**config.mk**
```make
export PLATFORM = sky130hd
export DESIGN_NAME = dc_motor_euler_step_core
export DESIGN_NICKNAME = d
export VERILOG_FILES = /design/src/rtl/core/dcm_pkg.sv /design/src/rtl/core/dcm_mul.sv /design/src/rtl/core/dc_motor_euler_step_core.sv
export SDC_FILE = /design/constraint.sdc
export NUM_CORES = 2
export LEC_CHECK = 0
export BUFFER_PORTS_ARGS = -buffer_cell sky130_fd_sc_hd__buf_2
export CAP_MARGIN = 20
export CORE_MARGIN = 2
export CORE_UTILIZATION = 40
export DETAILED_ROUTE_END_ITERATION = 10
export PLACE_DENSITY = 0.55
export SKIP_CTS_REPAIR_TIMING = 1
export SYNTH_ARGS = -nofsm -noshare
export SYNTH_HDL_FRONTEND = slang
export SYNTH_SLANG_ARGS = --single-unit
export TNS_END_PERCENT = 5
```
**constraint.sdc**
```tcl
create_clock -name clk_i -period 12.6 [get_ports clk_i]
set_input_delay 0.63 -clock clk_i [delete_from_list [all_inputs] [get_ports clk_i]]
set_output_delay 0.63 -clock clk_i [all_outputs]
set_load 0.01 [all_outputs]
```
**src/rtl/core/dcm_pkg.sv**
```systemverilog
package dcm_pkg;

  // Q16.32 state word and its limits
  localparam int unsigned QW = 48;
  localparam logic signed [QW-1:0] Q_MAX = 48'sh7FFF_FFFF_FFFF;
  localparam logic signed [QW-1:0] Q_MIN = 48'sh8000_0000_0000;

  // Multiplier operand b and digit size
  localparam int unsigned BW         = 32;
  localparam int unsigned DIGIT_W    = 4;
  localparam int unsigned NUM_DIGITS = BW / DIGIT_W;
  localparam int unsigned CNT_W      = $clog2(NUM_DIGITS);

  // Sum width: three 48-bit terms
  localparam int unsigned SW = QW + 2;

  // Register indexes
  localparam logic [2:0] CFG_ARM_RES   = 3'd0;
  localparam logic [2:0] CFG_INV_IND   = 3'd1;
  localparam logic [2:0] CFG_TORQUE_K  = 3'd2;
  localparam logic [2:0] CFG_INV_INERT = 3'd3;
  localparam logic [2:0] CFG_LOAD_TQ   = 3'd4;
  localparam logic [2:0] CFG_VISC_FR   = 3'd5;

  typedef struct packed {
    logic signed [31:0] drive_voltage;
    logic [31:0]        prev_step_len;
    logic [31:0]        step_len;
  } in_beat_t;

  typedef struct packed {
    logic signed [47:0] motor_current;
    logic signed [47:0] shaft_speed;
  } out_beat_t;

  // Multiplier request: sat(trunc(a * b / 2^(sh32 ? 32 : 16)))
  typedef struct packed {
    logic                 start;
    logic                 sh32;
    logic [BW-1:0]        b;
    logic signed [QW-1:0] a;
  } mul_req_t;

  typedef struct packed {
    logic                 done;
    logic signed [QW-1:0] res;
  } mul_rsp_t;

  function automatic logic signed [QW-1:0] sat48(input logic signed [SW-1:0] x);
    logic ovf;
    ovf = (x[SW-1:QW-1] != {(SW-QW+1){1'b0}}) && (x[SW-1:QW-1] != {(SW-QW+1){1'b1}});
    if (!ovf) begin
      return x[QW-1:0];
    end else if (x[SW-1]) begin
      return Q_MIN;
    end else begin
      return Q_MAX;
    end
  endfunction

endpackage

```
**src/rtl/core/dcm_mul.sv**
```systemverilog
module dcm_mul (
  input  logic               clk_i,
  input  logic               rst_ni,
  input  dcm_pkg::mul_req_t  req_i,
  output dcm_pkg::mul_rsp_t  rsp_o
);
  import dcm_pkg::*;

  localparam int unsigned PW = QW + DIGIT_W;

  logic [QW-1:0]    mag_q;
  logic [BW-1:0]    b_q;
  logic [QW-1:0]    acc_q;
  logic [BW-1:0]    low_q;
  logic [CNT_W-1:0] cnt_q;
  logic             busy_q, done_q, neg_q, sh32_q;

  logic [QW-1:0]    mag_in;
  logic [PW-1:0]    part;
  logic             big;
  logic [QW-2:0]    r_low;
  logic [QW-1:0]    r_mag;

  assign mag_in = req_i.a[QW-1] ? QW'(-req_i.a) : QW'(req_i.a);
  // one digit of b per cycle, product bits leave LSB first into low_q
  assign part   = PW'(acc_q) + PW'(mag_q) * PW'(b_q[DIGIT_W-1:0]);

  always_ff @(posedge clk_i or negedge rst_ni) begin
    if (!rst_ni) begin
      busy_q <= 1'b0;
      done_q <= 1'b0;
      cnt_q  <= '0;
      mag_q  <= '0;
      b_q    <= '0;
      acc_q  <= '0;
      low_q  <= '0;
      neg_q  <= 1'b0;
      sh32_q <= 1'b0;
    end else begin
      done_q <= 1'b0;
      if (req_i.start) begin
        mag_q  <= mag_in;
        b_q    <= req_i.b;
        neg_q  <= req_i.a[QW-1];
        sh32_q <= req_i.sh32;
        acc_q  <= '0;
        low_q  <= '0;
        cnt_q  <= '0;
        busy_q <= 1'b1;
      end else if (busy_q) begin
        acc_q <= part[PW-1:DIGIT_W];
        low_q <= {part[DIGIT_W-1:0], low_q[BW-1:DIGIT_W]};
        b_q   <= b_q >> DIGIT_W;
        cnt_q <= cnt_q + 1'b1;
        if (cnt_q == CNT_W'(NUM_DIGITS - 1)) begin
          busy_q <= 1'b0;
          done_q <= 1'b1;
        end
      end
    end
  end

  // product = {acc_q, low_q}; pick the shifted window and its overflow bits
  always_comb begin
    if (sh32_q) begin
      big   = acc_q[QW-1];
      r_low = acc_q[QW-2:0];
    end else begin
      big   = |acc_q[QW-1:QW-17];
      r_low = {acc_q[QW-18:0], low_q[BW-1:16]};
    end
    r_mag = {1'b0, r_low};
  end

  assign rsp_o.done = done_q;
  assign rsp_o.res  = neg_q ? (big ? Q_MIN : $signed(-r_mag))
                            : (big ? Q_MAX : $signed(r_mag));

endmodule

```
**src/rtl/core/dc_motor_euler_step_core.sv**
```systemverilog
// DC motor forward-Euler step core.
// Input channel (in_valid_i/in_ready_o/in_data_i): one beat per step with the
// drive voltage, the previous step length and this step's length.
// Output channel (out_valid_o/out_ready_i/out_data_o): one beat per input beat
// carrying winding current and shaft speed after the step, signed Q16.32.
// Config channel (cfg_valid_i/cfg_ready_o/cfg_index_i/cfg_data_i): always
// ready; indexes 0..5 select resistance, 1/L, Kt, 1/J, load torque and
// viscous friction; other indexes are dropped. Write only while idle.
// Timing: eight multiplications run in turn on one digit-serial multiplier
// that consumes 4 bits of the 32-bit operand per cycle. A step passes through
// the sequencer states IDLE, RUN and OUT; the result beat is registered in
// OUT, and the next input beat is taken only back in IDLE.
// in_ready_o is high only while the sequencer is idle.
// Stall: the finished step waits for the output register to free up; the
// state is already updated, nothing is lost.
// Reset: config registers go to their defaults; current, slope and speed to 0.
module dc_motor_euler_step_core (
  input  logic               clk_i,
  input  logic               rst_ni,
  input  logic               in_valid_i,
  output logic               in_ready_o,
  input  dcm_pkg::in_beat_t  in_data_i,
  output logic               out_valid_o,
  input  logic               out_ready_i,
  output dcm_pkg::out_beat_t out_data_o,
  input  logic               cfg_valid_i,
  output logic               cfg_ready_o,
  input  logic [2:0]         cfg_index_i,
  input  logic [31:0]        cfg_data_i
);
  import dcm_pkg::*;

  typedef enum logic [1:0] {
    ST_IDLE,
    ST_RUN,
    ST_OUT
  } state_e;

  // multiplication order within a step
  typedef enum logic [2:0] {
    OP_ADV,    // slope * prev_len, advance current
    OP_RI,     // R * i
    OP_KW,     // Kt * w, form v - Ri - Kw
    OP_SLOPE,  // sum * 1/L
    OP_KI,     // Kt * i
    OP_BW,     // B * w, form torque
    OP_ACCEL,  // torque * 1/J
    OP_SPEED   // accel * len, advance speed
  } op_e;

  state_e state_q;
  op_e    op_q;
  logic   start_q;

  logic [30:0]        arm_res_q, inv_ind_q, torque_k_q, inv_inert_q, visc_fr_q;
  logic signed [31:0] load_tq_q;

  logic signed [31:0] volt_q;
  logic [31:0]        prev_len_q, len_q;

  logic signed [QW-1:0] cur_q, slope_q, spd_q, tmp_q;
  out_beat_t            out_q;
  logic                 out_valid_q;

  mul_req_t mreq;
  mul_rsp_t mrsp;

  logic signed [SW-1:0] volt_x, load_x, res_x, cur_x, spd_x, tmp_x;

  assign volt_x = {{2{volt_q[31]}}, volt_q, 16'b0};
  assign load_x = {{2{load_tq_q[31]}}, load_tq_q, 16'b0};
  assign res_x  = {{2{mrsp.res[QW-1]}}, mrsp.res};
  assign cur_x  = {{2{cur_q[QW-1]}}, cur_q};
  assign spd_x  = {{2{spd_q[QW-1]}}, spd_q};
  assign tmp_x  = {{2{tmp_q[QW-1]}}, tmp_q};

  always_comb begin
    mreq.start = start_q;
    mreq.sh32  = 1'b0;
    mreq.a     = tmp_q;
    mreq.b     = '0;
    unique case (op_q)
      OP_ADV: begin
        mreq.a    = slope_q;
        mreq.b    = prev_len_q;
        mreq.sh32 = 1'b1;
      end
      OP_RI: begin
        mreq.a = cur_q;
        mreq.b = {1'b0, arm_res_q};
      end
      OP_KW: begin
        mreq.a = spd_q;
        mreq.b = {1'b0, torque_k_q};
      end
      OP_SLOPE: begin
        mreq.b = {1'b0, inv_ind_q};
      end
      OP_KI: begin
        mreq.a = cur_q;
        mreq.b = {1'b0, torque_k_q};
      end
      OP_BW: begin
        mreq.a = spd_q;
        mreq.b = {1'b0, visc_fr_q};
      end
      OP_ACCEL: begin
        mreq.b = {1'b0, inv_inert_q};
      end
      OP_SPEED: begin
        mreq.b    = len_q;
        mreq.sh32 = 1'b1;
      end
      default: begin
        mreq.b = '0;
      end
    endcase
  end

  dcm_mul u_mul (
    .clk_i  (clk_i),
    .rst_ni (rst_ni),
    .req_i  (mreq),
    .rsp_o  (mrsp)
  );

  always_ff @(posedge clk_i or negedge rst_ni) begin
    if (!rst_ni) begin
      state_q     <= ST_IDLE;
      op_q        <= OP_ADV;
      start_q     <= 1'b0;
      arm_res_q   <= 31'd32768;
      inv_ind_q   <= 31'd43690667;
      torque_k_q  <= 31'd3277;
      inv_inert_q <= 31'd262144000;
      load_tq_q   <= '0;
      visc_fr_q   <= '0;
      volt_q      <= '0;
      prev_len_q  <= '0;
      len_q       <= '0;
      cur_q       <= '0;
      slope_q     <= '0;
      spd_q       <= '0;
      tmp_q       <= '0;
      out_q       <= '0;
      out_valid_q <= 1'b0;
    end else begin
      start_q <= 1'b0;

      if (cfg_valid_i) begin
        unique case (cfg_index_i)
          CFG_ARM_RES:   arm_res_q   <= cfg_data_i[30:0];
          CFG_INV_IND:   inv_ind_q   <= cfg_data_i[30:0];
          CFG_TORQUE_K:  torque_k_q  <= cfg_data_i[30:0];
          CFG_INV_INERT: inv_inert_q <= cfg_data_i[30:0];
          CFG_LOAD_TQ:   load_tq_q   <= cfg_data_i;
          CFG_VISC_FR:   visc_fr_q   <= cfg_data_i[30:0];
          default: ;
        endcase
      end

      if (out_valid_q && out_ready_i) begin
        out_valid_q <= 1'b0;
      end

      unique case (state_q)
        ST_IDLE: begin
          if (in_valid_i) begin
            volt_q     <= in_data_i.drive_voltage;
            prev_len_q <= in_data_i.prev_step_len;
            len_q      <= in_data_i.step_len;
            op_q       <= OP_ADV;
            start_q    <= 1'b1;
            state_q    <= ST_RUN;
          end
        end
        ST_RUN: begin
          if (mrsp.done) begin
            unique case (op_q)
              OP_ADV:   cur_q   <= sat48(cur_x + res_x);
              OP_RI:    tmp_q   <= mrsp.res;
              OP_KW:    tmp_q   <= sat48(volt_x - tmp_x - res_x);
              OP_SLOPE: slope_q <= mrsp.res;
              OP_KI:    tmp_q   <= mrsp.res;
              OP_BW:    tmp_q   <= sat48(tmp_x - res_x - load_x);
              OP_ACCEL: tmp_q   <= mrsp.res;
              OP_SPEED: spd_q   <= sat48(spd_x + res_x);
              default: ;
            endcase
            if (op_q == OP_SPEED) begin
              state_q <= ST_OUT;
            end else begin
              op_q    <= op_e'(op_q + 3'd1);
              start_q <= 1'b1;
            end
          end
        end
        ST_OUT: begin
          if (!out_valid_q || out_ready_i) begin
            out_q.motor_current <= cur_q;
            out_q.shaft_speed   <= spd_q;
            out_valid_q         <= 1'b1;
            state_q             <= ST_IDLE;
          end
        end
        default: state_q <= ST_IDLE;
      endcase
    end
  end

  assign in_ready_o  = (state_q == ST_IDLE);
  assign out_valid_o = out_valid_q;
  assign out_data_o  = out_q;
  assign cfg_ready_o = 1'b1;

endmodule
```
Yosys cells after proc, flatten, opt, wreduce, memory -nomap -nowiden
Index checks and enable logic that the tools add are counted.
{"block": "totals", "out_inout_bits": 99, "word_cells": 149, "reg_bits": 745, "input_bits": 136}
{"block": "op_classes", "n_mux": 48, "mul": 1, "reduce_logical": 37, "add_sub_neg": 11, "n_eq_ne": 24}
{"op": "$mux W48", "count": 13}
{"op": "$pmux W48 S3", "count": 2}
{"op": "$pmux W32 S7", "count": 1}
{"op": "$mux W32", "count": 4}
{"op": "$sub A49 B48 Y50", "count": 2}
{"op": "$add A48 B48 Y49", "count": 2}
{"op": "$sub A48 B48 Y49", "count": 2}
{"op": "$mux W47", "count": 2}
{"op": "$add A48 B52 Y52", "count": 1}
{"op": "$mul A48 B4 Y52", "count": 1}
{"op": "$neg A47 Y48", "count": 1}
{"op": "$neg A48 Y48", "count": 1}
{"op": "$eq A3 B3 Y1 const B", "count": 7}
{"op": "$reduce_or A17 Y1", "count": 1}
{"op": "$reduce_and A2 Y1", "count": 8}
{"op": "$mux W3", "count": 5}
{"op": "$reduce_bool A3 Y1", "count": 5}
{"op": "$mux W1", "count": 14}
{"op": "$eq A3 B2 Y1 const B", "count": 4}
{"op": "$ne A3 B3 Y1 const B", "count": 4}
{"op": "$reduce_and A3 Y1", "count": 4}
{"op": "$mux W2", "count": 4}
{"op": "$ne A2 B2 Y1 const B", "count": 4}
{"op": "$reduce_and A4 Y1", "count": 2}
{"op": "other kinds (16)", "count": 27}

Logic depth before layout (Yosys ltp)
{"block": "logic_depth", "ltp_word": 10, "mapped_depth": 39}

Modules after synthesis
From an unflattened synthesis, not the netlist that was laid out.
{"block": "unflattened", "cells_unflattened": 6289, "area_unflattened_um2": 55505.7}
{"mod": "dc_motor_euler_step_core", "cells_per_inst": 4240, "area_each_um2": 38570.7, "n_inst": 1, "seq_area_each_um2": 14498.9}
{"mod": "dcm_mul", "cells_per_inst": 2049, "area_each_um2": 16935.0, "n_inst": 1, "seq_area_each_um2": 3778.6}

Worst setup path after synthesis
OpenSTA, ideal clock, no wires.
{"block": "synth_timing", "kind": "flip-flop to flip-flop", "startpoint": "register u_mul.sh32_q", "endpoint": "register tmp_q[18]", "period_less_slack_ns": 8.758, "path_buffers": 10, "arrival_time_ns": 8.625, "path_stages_with_launch": 39, "t_required_ns": 12.467, "setup_time_ns": 0.133, "path_slack_ns": 3.842, "cell_sequence": "dfrtp_1 clkbuf_1 buf_2 buf_2 buf_2 buf_2 buf_1 clkbuf_1 mux2i_1 ha_1 nor4bb_1 o211ai_1 or4_1 buf_2 inv_1 nand3_1 nor2_1 nand4_1 (+3 left out) fa_1 inv_1 ha_1 a21oi_1 o21ai_0 a21o_1 a21o_1 a21o_1 a221o_1 o21ai_1 a21oi_1 o31a_1 o221a_2 clkbuf_1 clkbuf_1 o21a_1 o221ai_1 o21ai_0"}
{"item": "start, declared", "line_no": "dcm_mul.sv:16", "text": "logic busy_q, done_q, neg_q, sh32_q;"}
{"item": "start signal, assigned", "line_no": "dcm_mul.sv:45", "text": "sh32_q <= req_i.sh32;"}
{"item": "end signal, assigned", "line_no": "dc_motor_euler_step_core.sv:181", "text": "OP_RI: tmp_q <= mrsp.res;"}
{"item": "end signal, assigned", "line_no": "dc_motor_euler_step_core.sv:182", "text": "OP_KW: tmp_q <= sat48(volt_x - tmp_x - res_x);"}
{"item": "end signal, assigned", "line_no": "dc_motor_euler_step_core.sv:184", "text": "OP_KI: tmp_q <= mrsp.res;"}
{"item": "end, declared", "line_no": "dc_motor_euler_step_core.sv:61", "text": "logic signed [QW-1:0] cur_q, slope_q, spd_q, tmp_q;"}

==> summary.md <==
| Metric | Value |
|---|---|
| Syn nets | around 6,600 |
| Commonest cells in the netlist | 759 x nand2_1, 701 x dfrtp_1, 489 x a21oi_1, 438 x inv_1, 352 x o21ai_0 |
| CP Buf/Inv Count | 3 |
| Port bufs | 233 |
| Mapped Cells | between 5,000 and 6,000 |
| Fraction of registers with async set/reset | 1.00 |
| Reg2Reg Capture Point | tmp_q[1] |
| Core area | 135,000 µm² |
| Tot GR Track Use | 0.264 |
| 1st-iter DRT viols | 4,009 |
| CP max FO | 82 |
| Setup violations, final | 0 |
| Drt total wl | around 180,000 µm |
| Count of cell types in the netlist | 90 |
| Ys flop type | dfrtp_1 |
| Final min period | 8.70 ns |
| Syn-to-layout area delta | 11.5% |
| Mapped Area | between 50,000 and 60,000 µm² |
| R2r setup slk | 3.90 ns |
| Die width | 372 µm |
| Worst setup SP type | flip-flop |
| Post-synthesis register bit count | 729 |
| Worst Max-Slew Pin Slew | 1.13 ns |
| Routability congestion estimate | approximately 0.94 |
| Clock Tree Buf Depth | 3 |
| Final ANT Viol Nets | 0 |
| Clock transition at path regs | 0.06 ns |
| Max incr delay on CP | 0.83 ns |
| Fmax | 0.115 GHz |
| Vias per inst | 5.76 |
| Largest net degree at the start of global routing | 157 |
| Setup TNS Final | 0 ns |
| Data arrival time at the worst-slack endpoint | between 9 and 10 ns |
| Die area | 139,000 µm² |
| Sink Count | approximately 730 |
| Nets | 6,698 |
| Critical path origin | u_mul.sh32_q |
| # DRC | 0 |
| Unrepaired setup endpoints after global routing | no |
| DP HPWL | 140,000 µm |
| H-tree depth | 3 |
| IO Pins | 235 |
| CTS tree | yes |
| Final Cycle Share | 0.690 |
| Gr ovfl total | 0 |
| Number of enable flip-flop cells after synthesis | 0 |
| Reg2reg start | u_mul.sh32_q |
| Critical path depth in cells | 24 |
| Vias in the first global route | 44,200 |
| Initial antenna violation count | 15 |
| CP Cell Sequence | buf_4 -> nor3b_1 -> o22ai_1 -> nor4_1 -> o21a_1 -> nand2b_1 -> nor4_1 -> o21ai_0 -> a22oi_1 -> fa_1 -> inv_1 -> ha_1 -> and3_1 -> nand3_1 -> a2111oi_0 -> buf_4 -> o41a_1 -> a21oi_1 -> xor2_1 -> a21oi_1 -> o211ai_1 -> nand2_1 -> a221oi_1 -> a211oi_1 |
| Cell with the most instances after synthesis | nand2_1 |
| Endpoints failing hold | 0 |
| WL/cell | 23.2 µm |
| HP Class | in -> reg |
| Critical path endpoint category | flip-flop |
| Sequential area share after synthesis | 0.337 |
| Layout cells sized above 1 | 0.148 |
| Pins Over Slew Limit | 0 |
| Root Buffer | clkbuf_16 |
| Starting Density | 0.402 |
| Clk Latency, worst-skew pair | 0.76 ns |
| Slowest library cell on the worst path | a2111oi_0 |
| CP delay by family, top | compound AO/OA/AOI/OAI gates |
| Critical path required time | 13.11 ns |
| Num rows | 135 |
| R2R depth | 24 |
| Worst relative slew slack | 0.241 |
| Status | complete, no violations |
| Clock Skews | 0.0856 ns |
| Die H | 372 µm |
| Largest area contributor in the netlist | dfrtp_1 |
| CTS Buf Count | 89 |
| CP endpoint | tmp_q[1] |
| Synthesized area per cell | 9.08 µm² |
| Largest cells by area after synthesis | dfrtp_1 32%, fa_1 7.6%, mux2_2 6.8% |
| Drt pass-1 iters | 6 |
| Total of max-cap violations | 0 |
| First-pass GRT wire length | approximately 280,000 µm |
| Via count | 45,700 |
| Top-area cell type share of the netlist area | 0.323 |
| Synth warn | 0 |
| Critical path class | reg -> reg |
how the worst min path moves through the flow:
| stage | cells past startpoint | end | slack (ns) | from |
|---|---|---|---|---|
| 2_1_floorplan | 0 | arm_res_q[0] | 0.33 | rst_ni |
| 3_3_place_gp | 2 | prev_len_q[20] | 0.46 | prev_len_q[20] |
| 3_5_place_dp | 2 | prev_len_q[20] | 0.46 | prev_len_q[20] |
| 6_report | 3 | len_q[16] | 0.06 | in_data_i[16] |
| 4_1_cts | 1 | out_data_o[40] | -0.09 | rst_ni |
| 5_1_grt | 3 | len_q[2] | 0.02 | in_data_i[2] |
logic make-up after synthesis:
group                    count (synthesis)  share of synthesized area
AO/OA/AOI/OAI                         1648                      0.194
XOR/XNOR                               271                     0.0440
adder cells (fa/ha/maj)                520                      0.147
buffers and inverters                  765                     0.0543
flip-flops                             729                      0.337
multiplexers                           460                     0.0926
other                                    1                  0.0000690
AND/OR/NAND/NOR                       1586                      0.131
metrics by stage:
step | worst slack, ns | area (µm²) | utilization | instances | hold WS, ns
after floorplan | 3.84 | 54300 | - | 5980 | 0.334
after global placement | 4.25 | 57200 | 0.424 | 7750 | 0.460
after detailed placement | 4.12 | 57200 | 0.424 | 7751 | 0.464
after CTS | 4.08 | 60500 | 0.448 | 7919 | -0.0898
after global routing | 3.27 | 60600 | 0.448 | 7923 | 0.0224
final | 3.90 | 60600 | 0.448 | 7927 | 0.0649
flip-flops by register name (all words and copies together), names as in the netlist, 3 cells and up:
register,count
arm_res_q,31
cur_q,48
inv_ind_q,31
inv_inert_q,31
len_q,32
load_tq_q,32
op_q,3
out_data_o,96
prev_len_q,32
slope_q,48
spd_q,48
tmp_q,48
torque_k_q,31
u_mul.acc_q,48
u_mul.b_q,32
u_mul.cnt_q,3
u_mul.low_q,16
u_mul.mag_q,48
visc_fr_q,31
volt_q,32
metal layers:
| metal | share of wire | vias up | GRT usage |
|---|---|---|---|
| met3 | 0.056 | 282 | 0.0370 |
| met4 | 0.038 | 18 | 0.0915 |
| li1 | - | 21200 | - |
| met2 | 0.47 | 1272 | 0.433 |
| met1 | 0.44 | 22900 | 0.356 |
| met5 | 0.00064 | - | 0 |
area by class of cell:
type                    count  area, µm²
fillers                 13300      74500
multi-input cells        4486      33200
flip-flops and latches    729      18300
clock buffers             118       2500
well taps                1781       2230
repair buffers            318       1850
inverters                 439       1650
clock inverters            50        808
diodes                      6       15.0
cell usage in the layout, fill, tap and decap left out, drive strengths merged, types with 56 or more instances in the layout:
cell / netlist / final
mux2: 328 / 328
nand2: 759 / 759
a21oi: 490 / 490
nor3: 56 / 56
clkbuf: 258 / 118
nand3: 70 / 70
xor2: 101 / 101
nor2: 333 / 333
inv: 439 / 443
fa: 205 / 205
mux2i: 132 / 132
dfrtp: 701 / 701
nand4: 66 / 66
and2: 97 / 97
a221oi: 90 / 90
a211oi: 65 / 65
a21o: 174 / 174
o21ai: 400 / 400
ha: 294 / 294
xnor2: 170 / 170
buf: 68 / 317
worst register-to-register path, delay by kind of cell (launching register included):
family	cells	cell delay, ns
flops	1	0.59
xor+xnor	1	0.24
simple gates	7	1.90
buf+inv	3	1.05
compound gates	11	4.01
fa+ha+maj	2	0.75
Power is not shown: default switching activity piles up to over one toggle a cycle in this logic, so the estimate is an artifact.
